==> src/rtl/mpr_pkg.sv <==
// mpr_pkg: shared types, widths, codes and reset values for the motor PWM ramp controller.
// Has no dependencies. All rtl/ files of the block import it.
package mpr_pkg;

  localparam int unsigned LEVEL_W    = 16;
  localparam int unsigned MAX_W      = 15;
  localparam int unsigned PERIOD_W   = 16;
  localparam int unsigned TPS_W      = 16;
  localparam int unsigned TARGET_W   = 8;
  localparam int unsigned CFG_IDX_W  = 2;
  localparam int unsigned CFG_DATA_W = 16;
  localparam int unsigned PROD_W     = PERIOD_W + MAX_W;
  localparam int unsigned DIV_CNT_W  = $clog2(PROD_W);

  localparam int STEP_SIZE = 10;

  localparam logic [MAX_W-1:0]    MAX_LEVEL_RST      = MAX_W'(1000);
  localparam logic [PERIOD_W-1:0] PWM_PERIOD_RST     = PERIOD_W'(1000);
  localparam logic [TPS_W-1:0]    TICKS_PER_STEP_RST = TPS_W'(50);

  localparam logic [CFG_IDX_W-1:0] CFG_MAX_LEVEL      = CFG_IDX_W'(0);
  localparam logic [CFG_IDX_W-1:0] CFG_PWM_PERIOD     = CFG_IDX_W'(1);
  localparam logic [CFG_IDX_W-1:0] CFG_TICKS_PER_STEP = CFG_IDX_W'(2);

  typedef enum logic [1:0] {
    OP_TICK = 2'd0,
    OP_RAMP = 2'd1,
    OP_SET  = 2'd2,
    OP_ADD  = 2'd3
  } op_t;

  typedef enum logic [1:0] {
    DIR_STOP = 2'd0,
    DIR_FWD  = 2'd1,
    DIR_REV  = 2'd2
  } dir_t;

  typedef struct packed {
    op_t                       operation;
    logic signed [LEVEL_W-1:0] value;
  } in_word_t;

  typedef struct packed {
    logic signed [LEVEL_W-1:0] drive_level;
    logic [PERIOD_W-1:0]       compare_value;
    dir_t                      direction;
    logic                      ramp_active;
  } out_word_t;

endpackage

==> src/rtl/motor_pwm_ramp_controller.sv <==
// motor_pwm_ramp_controller: top level, sequencer, config registers and result register.
// Depends on mpr_pkg, mpr_ramp and mpr_div.
//
//   channel | direction | handshake             | word
//   --------+-----------+-----------------------+----------------------------
//   in_     | input     | in_valid / in_ready   | in_word_t  (operation, value)
//   out_    | output    | out_valid / out_ready | out_word_t (level, compare, dir, ramp)
//   cfg_    | input     | cfg_we, no wait       | cfg_index, cfg_wdata
//
// One word passes from acceptance to out_valid through update, magnitude, multiply,
// the serial divider steps plus the done cycle, and the result load. in_ready rises
// together with out_valid, when the result is loaded.
// Reset (rst_n low, synchronous) clears the level, ramp state, sequencer and restores
// the config defaults. A result stalled on out_ready holds the block in its load state.
module motor_pwm_ramp_controller (
  input  logic                             clk,
  input  logic                             rst_n,
  input  logic                             in_valid,
  output logic                             in_ready,
  input  mpr_pkg::in_word_t                in_data,
  output logic                             out_valid,
  input  logic                             out_ready,
  output mpr_pkg::out_word_t               out_data,
  input  logic                             cfg_we,
  input  logic [mpr_pkg::CFG_IDX_W-1:0]    cfg_index,
  input  logic [mpr_pkg::CFG_DATA_W-1:0]   cfg_wdata
);
  import mpr_pkg::*;

  // sequencer states, one-hot
  typedef enum logic [5:0] {
    S_IDLE = 6'b000001,
    S_UPD  = 6'b000010,
    S_MAG  = 6'b000100,
    S_MUL  = 6'b001000,
    S_DIV  = 6'b010000,
    S_OUT  = 6'b100000
  } state_t;

  state_t state_r, state_nxt;

  // configuration registers
  logic [MAX_W-1:0]    max_level_r,  max_level_nxt;
  logic [PERIOD_W-1:0] pwm_period_r, pwm_period_nxt;
  logic [TPS_W-1:0]    tps_r,        tps_nxt;

  in_word_t  item_r,      item_nxt;
  logic [MAX_W-1:0] headroom_r, headroom_nxt;
  out_word_t out_r,       out_nxt;
  logic      out_valid_r, out_valid_nxt;

  logic signed [LEVEL_W-1:0] level;
  logic                      ramp_active;
  logic                      in_accept;
  logic                      apply;
  logic                      div_start;
  logic                      div_done;
  logic [PERIOD_W-1:0]       quotient;
  logic [LEVEL_W-1:0]        abs_level;
  logic [MAX_W-1:0]          mag;
  logic [PROD_W-1:0]         product;
  logic                      out_load;

  mpr_ramp u_ramp (
    .clk            (clk),
    .rst_n          (rst_n),
    .apply          (apply),
    .item           (item_r),
    .max_level      (max_level_r),
    .ticks_per_step (tps_r),
    .level          (level),
    .ramp_active    (ramp_active)
  );

  mpr_div u_div (
    .clk      (clk),
    .rst_n    (rst_n),
    .start    (div_start),
    .dividend (product),
    .divisor  (max_level_r),
    .done     (div_done),
    .quotient (quotient)
  );

  assign in_ready  = (state_r == S_IDLE);
  assign in_accept = in_valid && in_ready;
  assign apply     = (state_r == S_UPD);
  assign div_start = (state_r == S_MUL);
  assign out_load  = (state_r == S_OUT) && (!out_valid_r || out_ready);

  // magnitude of the level, clamped to max_level so a level left above a lowered
  // limit drives a zero compare
  always_comb begin
    abs_level = level[LEVEL_W-1] ? (~level + 1'b1) : level;
    if (abs_level > {1'b0, max_level_r}) begin
      mag = max_level_r;
    end else begin
      mag = abs_level[MAX_W-1:0];
    end
    headroom_nxt = (state_r == S_MAG) ? (max_level_r - mag) : headroom_r;
    product      = {{(PROD_W-PERIOD_W){1'b0}}, pwm_period_r}
                 * {{(PROD_W-MAX_W){1'b0}}, headroom_r};
  end

  // config writes
  always_comb begin
    max_level_nxt  = max_level_r;
    pwm_period_nxt = pwm_period_r;
    tps_nxt        = tps_r;
    if (cfg_we) begin
      case (cfg_index)
        CFG_MAX_LEVEL:      max_level_nxt  = cfg_wdata[MAX_W-1:0];
        CFG_PWM_PERIOD:     pwm_period_nxt = cfg_wdata[PERIOD_W-1:0];
        CFG_TICKS_PER_STEP: tps_nxt        = cfg_wdata[TPS_W-1:0];
        default: ;  // unmapped index: drop the write
      endcase
    end
  end

  // sequencer
  always_comb begin
    state_nxt = state_r;
    item_nxt  = in_accept ? in_data : item_r;
    unique case (state_r)
      S_IDLE: if (in_accept) state_nxt = S_UPD;
      S_UPD:  state_nxt = S_MAG;
      S_MAG:  state_nxt = S_MUL;
      S_MUL:  state_nxt = S_DIV;
      S_DIV:  if (div_done) state_nxt = S_OUT;
      S_OUT:  if (out_load) state_nxt = S_IDLE;
    endcase
  end

  // result register; hold it until the sink takes it
  always_comb begin
    out_nxt       = out_r;
    out_valid_nxt = out_valid_r;
    if (out_valid_r && out_ready) begin
      out_valid_nxt = 1'b0;
    end
    if (out_load) begin
      out_valid_nxt             = 1'b1;
      out_nxt.drive_level       = level;
      // zero limit: the full period stands as the compare value
      out_nxt.compare_value     = (max_level_r == '0) ? pwm_period_r : quotient;
      out_nxt.ramp_active       = ramp_active;
      if (level[LEVEL_W-1]) begin
        out_nxt.direction = DIR_REV;
      end else if (level != '0) begin
        out_nxt.direction = DIR_FWD;
      end else begin
        out_nxt.direction = DIR_STOP;
      end
    end
  end

  always_ff @(posedge clk) begin
    item_r     <= item_nxt;
    headroom_r <= headroom_nxt;
    out_r      <= out_nxt;
    if (!rst_n) begin
      state_r      <= S_IDLE;
      out_valid_r  <= 1'b0;
      max_level_r  <= MAX_LEVEL_RST;
      pwm_period_r <= PWM_PERIOD_RST;
      tps_r        <= TICKS_PER_STEP_RST;
    end else begin
      state_r      <= state_nxt;
      out_valid_r  <= out_valid_nxt;
      max_level_r  <= max_level_nxt;
      pwm_period_r <= pwm_period_nxt;
      tps_r        <= tps_nxt;
    end
  end

  assign out_valid = out_valid_r;
  assign out_data  = out_r;

endmodule

==> src/rtl/mpr_ramp.sv <==
// mpr_ramp: drive level register, soft-start ramp counters and saturation.
// Depends on mpr_pkg.
module mpr_ramp (
  input  logic                              clk,
  input  logic                              rst_n,
  input  logic                              apply,
  input  mpr_pkg::in_word_t                 item,
  input  logic [mpr_pkg::MAX_W-1:0]         max_level,
  input  logic [mpr_pkg::TPS_W-1:0]         ticks_per_step,
  output logic signed [mpr_pkg::LEVEL_W-1:0] level,
  output logic                              ramp_active
);
  import mpr_pkg::*;

  localparam int unsigned SUM_W = LEVEL_W + 2;
  localparam logic signed [SUM_W-1:0] STEP_V = SUM_W'(STEP_SIZE);
  localparam logic signed [TARGET_W-1:0] COUNT_ONE = signed'(TARGET_W'(1));

  // clamp a wide signed sum to plus or minus the limit
  function automatic logic signed [LEVEL_W-1:0] sat(input logic signed [SUM_W-1:0] v,
                                                    input logic [MAX_W-1:0] lim);
    logic signed [SUM_W-1:0] hi;
    logic signed [SUM_W-1:0] lo;
    logic signed [SUM_W-1:0] r;
    hi = signed'({{(SUM_W-MAX_W){1'b0}}, lim});
    lo = -hi;
    r  = v;
    if (v > hi) begin
      r = hi;
    end else if (v < lo) begin
      r = lo;
    end
    return r[LEVEL_W-1:0];
  endfunction

  logic signed [LEVEL_W-1:0]  level_r,  level_nxt;
  logic signed [TARGET_W-1:0] target_r, target_nxt;
  logic signed [TARGET_W-1:0] count_r,  count_nxt;
  logic [TPS_W-1:0]           tick_r,   tick_nxt;
  logic                       en_r,     en_nxt;

  logic signed [SUM_W-1:0] level_ext;
  logic signed [SUM_W-1:0] value_ext;
  logic [TPS_W-1:0]        tick_inc;

  always_comb begin
    level_ext  = signed'({{(SUM_W-LEVEL_W){level_r[LEVEL_W-1]}}, level_r});
    value_ext  = signed'({{(SUM_W-LEVEL_W){item.value[LEVEL_W-1]}}, item.value});
    tick_inc   = (tick_r != '1) ? tick_r + 1'b1 : tick_r;
    level_nxt  = level_r;
    target_nxt = target_r;
    count_nxt  = count_r;
    tick_nxt   = tick_r;
    en_nxt     = en_r;
    if (apply) begin
      unique case (item.operation)
        OP_TICK: begin
          if (en_r) begin
            if (tick_inc < ticks_per_step) begin
              tick_nxt = tick_inc;
            end else begin
              tick_nxt = '0;
              if (count_r < target_r) begin
                count_nxt = count_r + COUNT_ONE;
                level_nxt = sat(level_ext + STEP_V, max_level);
              end else if (count_r > target_r) begin
                count_nxt = count_r - COUNT_ONE;
                level_nxt = sat(level_ext - STEP_V, max_level);
              end else begin
                en_nxt = 1'b0;
              end
            end
          end
        end
        OP_RAMP: begin
          target_nxt = signed'(item.value[TARGET_W-1:0]);
          en_nxt     = 1'b1;
        end
        OP_SET:  level_nxt = sat(value_ext, max_level);
        OP_ADD:  level_nxt = sat(level_ext + value_ext, max_level);
      endcase
    end
  end

  always_ff @(posedge clk) begin
    if (!rst_n) begin
      level_r  <= '0;
      target_r <= '0;
      count_r  <= '0;
      tick_r   <= '0;
      en_r     <= 1'b0;
    end else begin
      level_r  <= level_nxt;
      target_r <= target_nxt;
      count_r  <= count_nxt;
      tick_r   <= tick_nxt;
      en_r     <= en_nxt;
    end
  end

  assign level       = level_r;
  assign ramp_active = en_r;

endmodule

==> src/rtl/mpr_div.sv <==
// mpr_div: restoring serial divider, one quotient bit per cycle.
// Depends on mpr_pkg.
module mpr_div (
  input  logic                           clk,
  input  logic                           rst_n,
  input  logic                           start,
  input  logic [mpr_pkg::PROD_W-1:0]     dividend,
  input  logic [mpr_pkg::MAX_W-1:0]      divisor,
  output logic                           done,
  output logic [mpr_pkg::PERIOD_W-1:0]   quotient
);
  import mpr_pkg::*;

  localparam logic [DIV_CNT_W-1:0] LAST = DIV_CNT_W'(PROD_W - 1);

  logic [MAX_W-1:0]     rem_r,  rem_nxt;
  logic [PROD_W-1:0]    dq_r,   dq_nxt;
  logic [DIV_CNT_W-1:0] cnt_r,  cnt_nxt;
  logic                 busy_r, busy_nxt;
  logic                 done_r, done_nxt;

  logic [MAX_W:0] trial;
  logic [MAX_W:0] diff;
  logic           fits;

  always_comb begin
    trial    = {rem_r, dq_r[PROD_W-1]};
    diff     = trial - {1'b0, divisor};
    fits     = (trial >= {1'b0, divisor});
    rem_nxt  = rem_r;
    dq_nxt   = dq_r;
    cnt_nxt  = cnt_r;
    busy_nxt = busy_r;
    done_nxt = 1'b0;
    if (start) begin
      rem_nxt  = '0;
      dq_nxt   = dividend;
      cnt_nxt  = '0;
      busy_nxt = 1'b1;
    end else if (busy_r) begin
      // remainder stays below the divisor, so the low bits hold it
      rem_nxt = fits ? diff[MAX_W-1:0] : trial[MAX_W-1:0];
      dq_nxt  = {dq_r[PROD_W-2:0], fits};
      cnt_nxt = cnt_r + 1'b1;
      if (cnt_r == LAST) begin
        busy_nxt = 1'b0;
        done_nxt = 1'b1;
      end
    end
  end

  always_ff @(posedge clk) begin
    rem_r <= rem_nxt;
    dq_r  <= dq_nxt;
    if (!rst_n) begin
      cnt_r  <= '0;
      busy_r <= 1'b0;
      done_r <= 1'b0;
    end else begin
      cnt_r  <= cnt_nxt;
      busy_r <= busy_nxt;
      done_r <= done_nxt;
    end
  end

  assign done     = done_r;
  assign quotient = dq_r[PERIOD_W-1:0];

endmodule

==> config.mk <==
export PLATFORM = sky130hd
export DESIGN_NAME = motor_pwm_ramp_controller
export DESIGN_NICKNAME = d
export VERILOG_FILES = /design/src/rtl/mpr_pkg.sv /design/src/rtl/motor_pwm_ramp_controller.sv /design/src/rtl/mpr_ramp.sv /design/src/rtl/mpr_div.sv
export SDC_FILE = /design/constraint.sdc
export NUM_CORES = 1
export LEC_CHECK = 0
export ABC_AREA = 1
export BUFFER_PORTS_ARGS = -buffer_cell sky130_fd_sc_hd__buf_2
export CORE_UTILIZATION = 52
export CTS_BUF_LIST = sky130_fd_sc_hd__clkbuf_4 sky130_fd_sc_hd__clkbuf_8 sky130_fd_sc_hd__clkbuf_16
export DETAILED_ROUTE_END_ITERATION = 12
export GPL_TIMING_DRIVEN = 0
export PLACE_DENSITY = 0.68
export SYNTH_ARGS = -nofsm -noshare
export SYNTH_HDL_FRONTEND = slang
export SYNTH_HIERARCHICAL = 1
export SYNTH_SLANG_ARGS = --single-unit
==> constraint.sdc <==
create_clock -name clk -period 11.05 [get_ports clk]
set_input_delay 1.6575 -clock clk [delete_from_list [all_inputs] [get_ports clk]]
set_output_delay 1.6575 -clock clk [all_outputs]
set_load 0.02 [all_outputs]
Word-level counts from Yosys, hierarchy flattened:

Cells that the tools add are included.

* bits of input ports: 41
* register bits: 224
* logic and storage cells: 134

* equal/unequal tests: 19
* bitwise gates (word level): 4
* $mul: 1
* multiplexer cells: 39
* reductions and logical operators: 25
* add/sub/neg operators: 11
* $lt $le $gt $ge: 13

Operators with widths (count)
* $mux W16: 16
* $mux W31: 2
* $lt A17 B18 Y1: 3
* $gt A17 B16 Y1: 3
* $pmux W16 S3: 1
* $pmux W6 S6: 1
* $add A16 B1 Y16 const B: 2
* $mul A16 B15 Y31: 1
* $mux W15: 2
* $sub A15 B15 Y15: 2
* $lt A16 B18 Y1: 1
* $mux W6: 3
* $neg A15 Y18: 1
* $add A16 B16 Y17: 1
* $add A16 B5 Y17 const B: 1
* $sub A16 B5 Y17 const B: 1
* $ge A16 B15 Y1: 1
* $gt A16 B15 Y1: 1
* $gt A16 B16 Y1: 1
* $lt A16 B16 Y1: 1
* $mux W8: 2
* $ne A16 B16 Y1 const B: 1
* $not A16 Y16: 1
* $reduce_bool A16 Y1: 1
* other kinds (32): 62

Longest topological paths before layout:

* word-level depth: 9
* gate-level depth with buffers: 32
* depth with buffers taken out: 32

Cells and area by module:

Netlist, hierarchy kept.

Modules (own cells, without submodules)
* motor_pwm_ramp_controller: seq. area each 3123.0 µm², instances 1, area an instance 14251.2 µm², cells an instance 1795
* mpr_ramp: seq. area each 980.9 µm², instances 1, area an instance 9739.3 µm², cells an instance 1624
* mpr_div: seq. area each 1371.3 µm², instances 1, area an instance 3533.4 µm², cells an instance 489

Worst setup path after synthesis:

No wires, ideal clock.

* path type: register to register
* start point: register headroom_r[14]
* end point: register u_div.dq_r[24] (data pin)
* setup slack: 5474 ps
* clock period less this slack: 5576 ps
* stages on the path, launching flop included: 23
* arrival: 5323 ps
* cell sequence: edfxtp_1 -> clkbuf_1 -> clkbuf_1 -> nand2_1 -> fa_1 -> fa_1 -> inv_1 -> fa_1 -> fa_1 -> fa_1 -> inv_1 -> fa_1 -> inv_1 -> ha_1 -> nand2_1 -> inv_1 -> a21boi_0 -> o21ai_0 -> nand2_1 -> nand3_1 -> xor2_1 -> nand2_1 -> nand2_1

* cells in the longest elaborated chain, start to end: 2

Ends and longest elaborated chain
* start, declared: RTL line motor_pwm_ramp_controller.sv:48 `logic [MAX_W-1:0] headroom_r, headroom_nxt;`
* start signal, assigned: RTL line motor_pwm_ramp_controller.sv:159 `headroom_r <= headroom_nxt;`
* $mul A16 B15 Y31: RTL line motor_pwm_ramp_controller.sv:102 `* {{(PROD_W-MAX_W){1'b0}}, headroom_r};`
* named net product[24]: RTL line motor_pwm_ramp_controller.sv:61 `logic [PROD_W-1:0] product;`
* $mux W31: RTL line mpr_div.sv:35 `if (start) begin`
* named net u_div.dq_nxt[24]: RTL line mpr_div.sv:17 `logic [PROD_W-1:0] dq_r, dq_nxt;`
* end signal, assigned: RTL line mpr_div.sv:54 `dq_r <= dq_nxt;`
* end, declared: RTL line mpr_div.sv:17

The timed path passes the listed nets, and every way through them passes these cells.
A chain may end at the register's enable or synchronous reset.

Final worst setup path:

* start point: register pwm_period_r[5]
* end point: register u_div.dq_r[29] (data pin)

* cells in the longest elaborated chain, start to end: 2

Ends and longest elaborated chain
* start, declared: RTL line motor_pwm_ramp_controller.sv:44 `logic [PERIOD_W-1:0] pwm_period_r, pwm_period_nxt;`
* start signal, assigned: RTL line motor_pwm_ramp_controller.sv:171 `pwm_period_r <= pwm_period_nxt;`
* $mul A16 B15 Y31: RTL line motor_pwm_ramp_controller.sv:102
* named net product[29]: RTL line motor_pwm_ramp_controller.sv:61
* $mux W31: RTL line mpr_div.sv:35
* named net u_div.dq_nxt[29]: RTL line mpr_div.sv:17

The timed path passes the listed nets, and every way through them passes these cells.

==> reports/results.ini <==
[outcome]
status=complete, no violations

[setup_path]
timing.rr.end=u_div/dq_r[29]
ff2ff_setup_slack_ns=4.23
startpoint=pwm_period_r[5]
critPathArrivalTime_ns=7.14
crit_fanout=10
crit_type=flip-flop to flip-flop
startpoint_type=flip-flop
cp-end-kind=flip-flop
required_ns=11.37
r2r_cells=22
r2r-start=pwm_period_r[5]
crit_path_end=u_div/dq_r[29]

[run]
cap_violations=0

[die]
start_util_pct=53.11
die-area_um2=53850
die_x_um=232.1
placementRows=83
core_area_um2=51820
io-pin-count=78
die_h_um=232.1

[synth]
synth-edff-count=99
ys.flop_type=dfxtp_1
yosys.cell_types.count=58
synth_area_leader_cell=nand2_1
async_flop_share_pct=0
yosysWarnings=6
yosysSeqAreaShare_pct=19.89
synth_area_leaders=nand2_1 (15%), ha_1 (14%), fa_1 (13%)
synth_seq_cells=224
synthCells=3908
synthesis.area_um2=27520
avgSynthCellArea_um2=7.043
synthesis.nets=4449
synth_top_area_share_pct=15.29

[min_path]
hold_depth=2
hold_path_class=flip-flop to flip-flop

[clock_network]
cts_sinks=224
insertion_delay_ns=0.59
cts_buffers=27
htreeDepth=1
post-cts-setup-buffers=0
clk_pin_slew_worst_paths_ns=0.06
cts_tree=done
post_cts_resized=0
holdBufCountCts=0
clock_path_buffers=3
root_buffer=clkbuf_16

[sta]
fin_skew_ns=0.02540
worst-slew-pin-transition_ns=1.094
finalCriticalPeriod_ns=6.817
maxSlewHeadroom_pct=26.81
rsz0062_at_grt=false
max_freq_ghz=0.1467
whs_ns=0.4683
period_share_pct=61.69
setup_violations=0
finalHoldViolations=0
report.final.slew_viol_count=0
setup_tns_ns=0

[global_route]
grt-ovfl-total=0
grt_use_total_pct=32.32
grt_start_max_net_pins=38
grt_pass1_wl_mm=134.4
first_global_vias=24420
antenna_found_initial=1

[placement]
gp_congestion=1.051
io_buffers=77
dpl.hpwl_mm=68.42

[routing]
drtAntennaViolNets=0
drtIter0Drc=2253
dr.pass1.iters=6
vias=25560
avgViaCountPerCell=5.417
route.detailed.drc=0
routed_wirelength_mm=86.31
routedWlPerCell_um=18.29

[pwr]
ir_drop_v=0.0001869
power.total_mw=5.044
powerDensity_nw_per_um2=169.6
p_leak_nw=16.09

[final_layout]
fill_cells=5120
drive_gt1_share_pct=6.490
most-common-layout-cells=nand2_1 (1121), inv_1 (700), ha_1 (316), nor2_1 (211), nand3_1 (210)
multi_input_area_um2=18610
nets=4557
final_common_cell=nand2_1
area_growth_pct=8.064
regArea_um2=5475

## synthesized netlist by cell type, types with 6 or more instances
master / instances
nand2_1: 1121
nand2_2: 23
buf_2: 16
o21a_1: 8
ha_1: 316
a21oi_1: 209
xor2_1: 83
o21ai_1: 37
xnor2_1: 28
edfxtp_1: 99
nor4_1: 7
fa_1: 184
nand4_1: 62
dfxtp_1: 125
o211ai_1: 27
buf_6: 7
nor3_1: 37
nand3b_1: 9
buf_4: 21
nand3_1: 210
o21ai_0: 131
a211oi_1: 6
o21bai_1: 11
nand2_4: 8
inv_2: 20
a21o_1: 11
inv_1: 701
nor2_2: 6
o21ai_2: 11
nor2_1: 213
clkbuf_1: 100
clkinv_1: 8
a31oi_1: 8
## how the worst min path moves through the flow
stage                  startpoint            endpoint
6_report       u_ramp/target_r[4]  u_ramp/target_r[4]
5_1_grt        u_ramp/target_r[0]  u_ramp/target_r[0]
4_1_cts        u_ramp/target_r[4]  u_ramp/target_r[4]
3_5_place_dp   u_ramp/target_r[0]  u_ramp/target_r[0]
3_3_place_gp    u_ramp/count_r[7]   u_ramp/count_r[7]
2_1_floorplan   u_ramp/count_r[7]   u_ramp/count_r[7]
## power by group
| group | internal (mW) | switching [mW] |
|---|---|---|
| Clock | 0.564 | 0.378 |
| Sequential | 0.911 | 0.0508 |
| Combinational | 1.12 | 2.02 |
## cell families after synthesis
| group | after synthesis | synth area share (%) |
|---|---|---|
| simple gates | 1727 | 26.73 |
| buf+inv | 875 | 12.54 |
| fa+ha+maj | 500 | 27.75 |
| compound gates | 469 | 9.442 |
| flops | 224 | 19.89 |
| xor+xnor | 113 | 3.650 |
## metal layers
metal | vias up | global-route usage, % | wire, um
met5 | - | 0 | 11
met4 | 2 | 12.85 | 3505
met3 | 195 | 5.157 | 7131
met2 | 987 | 52.37 | 38660
met1 | 11830 | 42.93 | 37000
li1 | 12550 | - | -
## final cells by class
class / instances / share of cell area [%]
tap: 680 / 2.861
inverter: 729 / 9.200
multi-input combinational: 2809 / 62.56
timing repair buffer: 79 / 1.413
sequential: 224 / 18.41
clock buffer: 32 / 2.440
clock inverter: 18 / 0.7067
antenna: 1 / 0.008413
buffer: 146 / 2.406
## metrics by stage
step	setup slack [ns]	area (um^2)	instances	utilization [%]
after global placement	4.312	28760	4665	55.50
final	4.233	29740	4718	57.40
after global routing	3.914	29740	4717	57.39
after CTS	4.295	29740	4717	57.39
after floorplan	5.474	27520	3908	-
after detailed placement	4.303	28810	4667	55.59
## registers in the layout, summed over array words and instances (netlist names), 16 cells and up
name	count
pwm_period_r	16
u_ramp/level	16
u_ramp/tick_r	16
out_data	35
item_r	18
u_div/dq_r	31
tps_r	16
## worst max-delay path, cell delays in order (launching register included)
cell and delay, ns:
dfxtp_1 0.30, clkbuf_1 0.48, clkbuf_1 0.66, nand2_1 0.17
fa_1 0.56, inv_1 0.05, fa_1 0.47, fa_1 0.53
fa_1 0.53, fa_1 0.55, inv_1 0.08, fa_1 0.55
inv_1 0.05, ha_1 0.37, a21oi_1 0.25, a21boi_0 0.33
o21bai_1 0.16, a21oi_1 0.18, nand2_1 0.07, nand2_1 0.06
nand2_1 0.04, nand2_1 0.05, nand2_1 0.08
Note: power is estimated with default switching activity, not from simulation.
